**config.mk**
```make
export PLATFORM = sky130hd
export DESIGN_NAME = pffha_alu
export DESIGN_NICKNAME = d
export VERILOG_FILES = /design/src/hw/rtl/pffha_pkg.sv /design/src/hw/rtl/pffha_alu.sv
export SDC_FILE = /design/constraint.sdc
export NUM_CORES = 1
export LEC_CHECK = 0
export BUFFER_PORTS_ARGS = -buffer_cell sky130_fd_sc_hd__buf_2
export CAP_MARGIN = 10
export CORE_UTILIZATION = 53
export DETAILED_ROUTE_END_ITERATION = 12
export PLACE_DENSITY = 0.86
export SYNTH_ARGS = -nofsm -noshare
export SYNTH_HDL_FRONTEND = slang
export SYNTH_SLANG_ARGS = --single-unit
```
**constraint.sdc**
```tcl
create_clock -name vclk -period 4.3
set_input_delay 0.645 -clock vclk [all_inputs]
set_output_delay 0.645 -clock vclk [all_outputs]
set_load 0.005 [all_outputs]
```
**src/hw/rtl/pffha_pkg.sv**
```systemverilog
package pffha_pkg;

    // shared datapath width: covers 17-bit page candidates and in-page offsets
    localparam int ALU_W = 18;

    typedef enum logic [1:0] {
        CMD_ALLOC    = 2'd0,
        CMD_FREE     = 2'd1,
        CMD_NEW_PAGE = 2'd2
    } cmd_t;

    typedef enum logic [1:0] {
        ST_OK        = 2'd0,
        ST_NO_SPACE  = 2'd1,
        ST_BAD_ADDR  = 2'd2,
        ST_FULL      = 2'd3
    } status_t;

    typedef enum logic [1:0] {
        ALU_ADD     = 2'd0,
        ALU_ADD_SAT = 2'd1,
        ALU_SUB_SAT = 2'd2
    } alu_op_t;

    typedef struct packed {
        alu_op_t            op;
        logic [ALU_W-1:0]   a;
        logic [ALU_W-1:0]   b;
        logic [ALU_W-1:0]   c;
        logic [ALU_W-1:0]   x;
        logic [ALU_W-1:0]   y;
    } alu_req_t;

    typedef struct packed {
        logic [ALU_W-1:0]   res;
        logic               ge;
        logic               eq;
    } alu_rsp_t;

endpackage

```
**src/hw/rtl/pffha_alu.sv**
```systemverilog
module pffha_alu #(
    parameter int SAT_MAX = 511
) (
    input  pffha_pkg::alu_req_t req,
    output pffha_pkg::alu_rsp_t rsp
);
    import pffha_pkg::*;

    logic [ALU_W+1:0] sum;

    // one three-input adder, one subtractor, one magnitude compare, one equality compare
    always_comb begin
        sum     = {2'b00, req.a} + {2'b00, req.b} + {2'b00, req.c};
        rsp.ge  = (req.x >= req.y);
        rsp.eq  = (req.x == req.y);
        unique case (req.op)
            ALU_ADD:     rsp.res = sum[ALU_W-1:0];
            ALU_ADD_SAT: rsp.res = (sum > (ALU_W+2)'(SAT_MAX)) ? ALU_W'(SAT_MAX)
                                                               : sum[ALU_W-1:0];
            ALU_SUB_SAT: rsp.res = (req.a > req.b) ? (req.a - req.b) : '0;
            default:     rsp.res = '0;
        endcase
    end

endmodule
```
-- After elaboration in Yosys (flattened, before gate mapping)
Cells that the tools add are included.
- logic and storage cells: 13
- output and inout port bits: 20
- input bits: 92
- register bits: 0
- reduce and logical (&&, ||, !) cells: 1
- eq/ne operators: 3
- add/sub/neg operators: 3
- $lt $le $gt $ge: 3
- muxes and demuxes: 3
- operators with widths (cell ; number):
    $pmux W18 S3 ; 1
    $mux W18 ; 2
    $add A19 B18 Y20 ; 1
    $gt A20 B9 Y1 const B ; 1
    $add A18 B18 Y19 ; 1
    $eq A18 B18 Y1 ; 1
    $ge A18 B18 Y1 ; 1
    $gt A18 B18 Y1 ; 1
    $sub A18 B18 Y18 ; 1
    $eq A2 B1 Y1 const B ; 1
    $eq A2 B2 Y1 const B ; 1
    $logic_not A2 Y1 ; 1

-- Depth between registers and ports, before layout
Gate-level depths: netlist of run 1.
- depth after elaboration: 5
- depth in mapped cells: 13
- gate-level depth less buffers: 12

-- Worst setup path before layout of run 1
OpenSTA, ideal clock, no wires.
- kind: input port to output port
- start: input port req[41] (netlist name)
- end: output port rsp[12] (netlist name)
- stages: 11
- data arrival time: 3.187 ns
- path buffers: 1
- required time: 3.655 ns
- path slack: 0.468 ns
- cell sequence: fa_1 > ha_1 > and2_4 > a31oi_2 > a31o_1 > a21oi_1 > or4_1 > a211oi_1 > and4_1 > buf_4 > o21ba_1
- RTL lines (element ; RTL line ; text):
    from (decl) ; pffha_alu.sv:4 ; input pffha_pkg::alu_req_t req,
    to (decl) ; pffha_alu.sv:5 ; output pffha_pkg::alu_rsp_t rsp

==> impl_metrics.env, run 1 <==
export IMPL_detail_route_wl_per_cell_um=15.7
export IMPL_gp_congestion=0.986
export IMPL_rsz0062_at_grt="yes"
export IMPL_vias=3418
export IMPL_dp_hpwl_um=7430
export IMPL_synth_compound_area_share_pct=28.1
export IMPL_status="complete, no violations"
export IMPL_cp_start_kind="primary input"
export IMPL_totalWireLength_um=9180
export IMPL_synthAdderAreaFrac_pct=36.3
export IMPL_met3_usage_pct=1.68
export IMPL_seq_cells=0
export IMPL_clock_buffer_count=0
export IMPL_synth_seq_area_share_pct=0
export IMPL_grt_usage_pct=29.1
export IMPL_critPathTopFamily="simple AND/OR/NAND/NOR gates"
export IMPL_grtUsageMet1_pct=37.2
export IMPL_synth_area_um2=2930
export IMPL_start_util_pct=56.3
export IMPL_worst_pin_slew_ps=634
export IMPL_ys_warnings_count=0
export IMPL_top_usage_layer="met2"
export IMPL_path_class="primary input to output port"
export IMPL_die_w_um=76.3
export IMPL_grt_pass1_vias=3294
export IMPL_drtIter0Drc=147
export IMPL_n_fill_cell=420
export IMPL_nets=681
export IMPL_port_buffers=112
export IMPL_cap_violations=0
export IMPL_tns_ps=0
export IMPL_critPathCaptureType="output port"
export IMPL_worstPathArrival_ps=3640
export IMPL_max_stage_delay_ps=540
export IMPL_avgSynthCellArea_um2=7.59
export IMPL_synth_distinct_cells=59
export IMPL_first_pass_iters=5
export IMPL_muxShareOfSynthArea_pct=0.342
export IMPL_place_area_um2=3670
export IMPL_syn_inst=386
export IMPL_synth_simple_area_share_pct=20.3
export IMPL_ant_nets=0
export IMPL_slowest_stage="fa_1"
export IMPL_layout_area_overhead_vs_synth_pct=33.4
export IMPL_final_min_clock_period_ps=4280
export IMPL_p_leak_nw=2.01
export IMPL_required_ps=3650
export IMPL_grt_pass1_wl_um=14300
export IMPL_gr_usage_met2_pct=53.7
export IMPL_antenna_found_initial=0
export IMPL_die_y_um=76.3
export IMPL_crit_chain="buf_2 -> fa_1 -> ha_2 -> and2_4 -> a31oi_4 -> and4b_1 -> nor4_2 -> or4_1 -> a22oi_1 -> and4_4 -> buf_6 -> o21ai_2 -> buf_2"
export IMPL_n_antenna_cell=0
export IMPL_cp_max_fo=6
export IMPL_ios=112
export IMPL_drc=0
export IMPL_regArea_um2=0
export IMPL_path_buf_inv=3
export IMPL_grt_overflow=0
export IMPL_p_per_area_nw_per_um2=220
export IMPL_syn_nets=551
export IMPL_grt_max_degree=19
export IMPL_slew_violations=0
export IMPL_die_area_um2=5830
export IMPL_postCtsHoldBufs=0
export IMPL_vias_per_cell=5.85
export IMPL_finalInstanceArea_um2=3910
export IMPL_placedCellCount=580
export IMPL_postLayoutCoreUtil_pct=75.0
export IMPL_cp_common_cell="buf_2"
export IMPL_synth_xor_area_share_pct=8.07
export IMPL_fmax_ghz=0.234
export IMPL_finalSetupViolations=0
export IMPL_hold_path_class="primary input to output port"
export IMPL_rows=26
export IMPL_hold_viol_final=0
export IMPL_final_layout_size_suffix_gt1_share_pct=33.9
export IMPL_fin_cells=584
export IMPL_maxSlewHeadroom_pct=57.7
export IMPL_synth_top_family_by_area="adder cells"
export IMPL_vdd_drop_max_mv=0.172
export IMPL_finalCritPeriodShare_pct=99.5
export IMPL_core_um2=5200
## per-layer routing
layer / vias up / share of wire, %
li1: 1655 / -
met1: 1565 / 40
met2: 169 / 51
met3: 29 / 6.2
met4: 0 / 2.7
met5: - / 0
## synth_stat cells (all sizes together) (3+ instances only)
library cell  number  share of area (%)
ha                53                 23
inv               47                6.0
a21oi             38                6.7
nor2              37                4.7
o21ai             24                4.2
xnor2             23                6.9
fa                20                 14
a21o              17                4.4
nand2             13                1.7
nor3              11                2.1
nand4             10                2.1
nor2b              9                1.9
nand3              8                1.4
a22o               6                1.8
o21a               6                1.5
and2               5                1.2
nand2b             5                1.1
a211oi             4                1.0
xor2               4                1.2
a31oi              3               0.85
and3               3               0.64
buf                3               0.77
o41ai              3                1.8
## final timing paths
path / from / end / slack, ps / cells after the start
max: req[41] / rsp[4] / 20 / 13
min: req[35] / rsp[1] / 1740 / 5
## layout make-up
type | count | area, µm² | area share (%)
tap | 70 | 87.6 | 2.24
inverter | 47 | 176 | 4.52
timing repair buffer | 132 | 731 | 18.7
multi-input combinational | 335 | 2910 | 74.5
## kinds of logic after synthesis
logic type      after synthesis
xor+xnor                     27
buf+inv                      51
compound gates              120
fa+ha+maj                    73
simple gates                114
mux                           1
## cell usage in the layout (no fill, tap or decap), types with 3 or more instances in the layout
master	n
xnor2_1	23
a21oi_1	32
nor2_1	36
o21ai_2	8
a21o_1	17
nand3_1	6
nand2b_1	5
o21ai_0	11
xor2_1	4
inv_1	46
and3_1	3
nand2_1	12
buf_2	110
nor2b_1	8
buf_6	4
o21ai_1	4
fa_1	19
a22o_1	6
buf_4	18
and2_1	4
nor3_2	3
nand4_1	10
ha_1	48
a21oi_2	6
o21a_1	6
nor3_1	8
ha_4	3
## tightest hold or removal path, stage by stage
cell and delay (ps):
buf_2 80, ha_1 130, a211oi_1 40, o21ai_0 80, buf_2 120
## power breakdown
| group | leakage [nW] | internal (mW) | total [mW] | switching (mW) |
|---|---|---|---|---|
| logic | 2.01 | 0.412 | 0.859 | 0.447 |
| clock network | 0 | 0 | 0 | 0 |
| registers | 0 | 0 | 0 | 0 |
| total | 2.01 | 0.412 | 0.859 | 0.447 |
## timing repair
| item | 4_1_cts | 5_1_grt |
|---|---|---|
| buffers inserted | 0 | 4 |
| gates resized for setup | 0 | 45 |
| gates cloned | 0 | 0 |
| endpoints found under the setup margin | 2 | 11 |
| endpoints found under the hold margin | 0 | 0 |
| pin swaps | 1 | 17 |
## stage by stage
step,power [mW],worst slack (ps),hold WS (ps)
4_1_cts,0.747,6.60,1740
3_5_place_dp,0.742,1.81,1740
2_1_floorplan,0.494,468,1500
6_report,0.859,19.7,1740
5_1_grt,0.939,-77.4,1800
3_3_place_gp,0.726,26.1,1710
(Power assumes the default switching activity.)
==> run 2: changes to the inputs <==
==> constraint.sdc (replaced) <==
create_clock -name vclk -period 4.3
set_input_delay 0.86 -clock vclk [all_inputs]
set_output_delay 0.86 -clock vclk [all_outputs]
set_load 0.005 [all_outputs]
==> run 2 against run 1 <==
  * The run now ends with setup timing left
  * Worst setup slack worse by 460 ps
  * Count of clock-buffer cells in the layout unchanged
  * First-iteration DRC count up 65%
  * Highest routed layer unchanged
==> impl_metrics.env, run 2 (synthesis gave the netlist of run 1 again) <==
export IMPL_status="finished with violations"
export IMPL_violations="setup timing"
export IMPL_final_common_cell="buf_2"
export IMPL_mostFrequentLayoutCells="108 x buf_2, 85 x buf_4, 48 x ha_1, 44 x inv_1, 36 x nor2_1"
export IMPL_fin_cells=654
export IMPL_postCtsHoldBufs=0
export IMPL_antenna_found_initial=0
export IMPL_nets=751
export IMPL_final_layout_size_suffix_gt1_share_pct=43.3
export IMPL_vdd_drop_max_mv=0.161
export IMPL_grt_overflow=0
export IMPL_worst_slack_ps=-445
export IMPL_layout_area_overhead_vs_synth_pct=56.1
export IMPL_finalCritPeriodShare_pct=110
export IMPL_n_antenna_cell=0
export IMPL_power_mw=1.07
export IMPL_p_per_area_nw_per_um2=234
export IMPL_dpl_worst_slack_ps=-446
export IMPL_start_util_pct=56.3
export IMPL_vias_per_cell=6.12
export IMPL_drc=0
export IMPL_grt_pass1_vias=3793
export IMPL_p_leak_nw=2.39
export IMPL_placedCellCount=643
export IMPL_port_buffers=112
export IMPL_maxSlewHeadroom_pct=53.6
export IMPL_hold_viol_final=0
export IMPL_first_pass_iters=5
export IMPL_die_area_um2=5830
export IMPL_final_min_clock_period_ps=4740
export IMPL_slew_violations=0
export IMPL_grt_max_degree=19
export IMPL_gp_congestion=1.02
export IMPL_cp_max_fo=6
export IMPL_ios=112
export IMPL_path_class="primary input to output port"
export IMPL_worst_pin_slew_ps=693
export IMPL_required_ps=3440
export IMPL_clock_buffer_count=0
export IMPL_critPathCaptureType="output port"
export IMPL_seq_cells=0
export IMPL_regArea_um2=0
export IMPL_totalWireLength_um=11700
export IMPL_worstPathArrival_ps=3880
export IMPL_rows=26
export IMPL_cp_start_kind="primary input"
export IMPL_rsz0062_at_grt="yes"
export IMPL_n_fill_cell=267
export IMPL_cap_violations=0
export IMPL_vias=4004
export IMPL_detail_route_wl_per_cell_um=18.0
export IMPL_die_y_um=76.3
export IMPL_hold_path_class="primary input to output port"
export IMPL_core_um2=5200
export IMPL_finalSetupViolations=14
export IMPL_fmax_ghz=0.211
export IMPL_drtIter0Drc=242
export IMPL_dp_hpwl_um=8580
export IMPL_die_w_um=76.3
export IMPL_ant_nets=0
export IMPL_grt_pass1_wl_um=16900
export IMPL_grt_usage_pct=35.5
## run 2: timing repair
item / 4_1_cts / 5_1_grt
pin swaps: 26 / 22
setup buffers: 8 / 3
gates cloned: 0 / 2
endpoints found under the hold margin: 0 / 0
resized for setup: 27 / 36
endpoints found under the setup margin: 18 / 18
## run 2: where the power goes
part           switching [mW]  internal [mW]  total, mW  leakage [nW]
Sequential                  0              0          0             0
Combinational           0.536          0.534       1.07          2.39
Clock                       0              0          0             0
Total                   0.536          0.534       1.07          2.39
## run 2: layout make-up
cell class                 instances  area, µm²  area share (%)
multi-input combinational        335       3000            65.6
inverter                          47        179            3.91
tap                               70       87.6            1.92
timing repair buffer             202       1310            28.6
## run 2: worst paths after layout
check,from,slack (ps),cells after the start,end
min,req[35],2180,5,rsp[1]
max,req[77],-440,13,rsp[8]
## run 2: per-layer routing
layer | global-route usage (%) | share of wire, % | up-vias
met5 | 0 | 0 | -
met4 | 14.2 | 5.3 | 0
met3 | 4.31 | 7.6 | 67
met2 | 67.8 | 51 | 255
met1 | 39.2 | 36 | 1881
li1 | - | - | 1801
## run 2: worst max-delay path, cell delays in order
cell and delay [ps]:
buf_2 120, fa_1 590, ha_4 240, and2_4 180, o21ai_2 260, nand3_2 160
a2111o_1 430, a21o_1 200, a22oi_1 220, and4_4 280, buf_6 140, o21ai_1 70
buf_2 150
## run 2: metrics by stage
step | util [%] | instance area (µm²) | TNS (ps) | hold WS [ps]
2_1_floorplan | - | 2930 | 0 | 1930
3_3_place_gp | 79.9 | 4160 | -4450 | 2140
3_5_place_dp | 79.9 | 4160 | -5180 | 2160
4_1_cts | 83.4 | 4340 | -2520 | 2160
5_1_grt | 87.9 | 4570 | -5460 | 2210
6_report | 87.9 | 4570 | -4380 | 2180
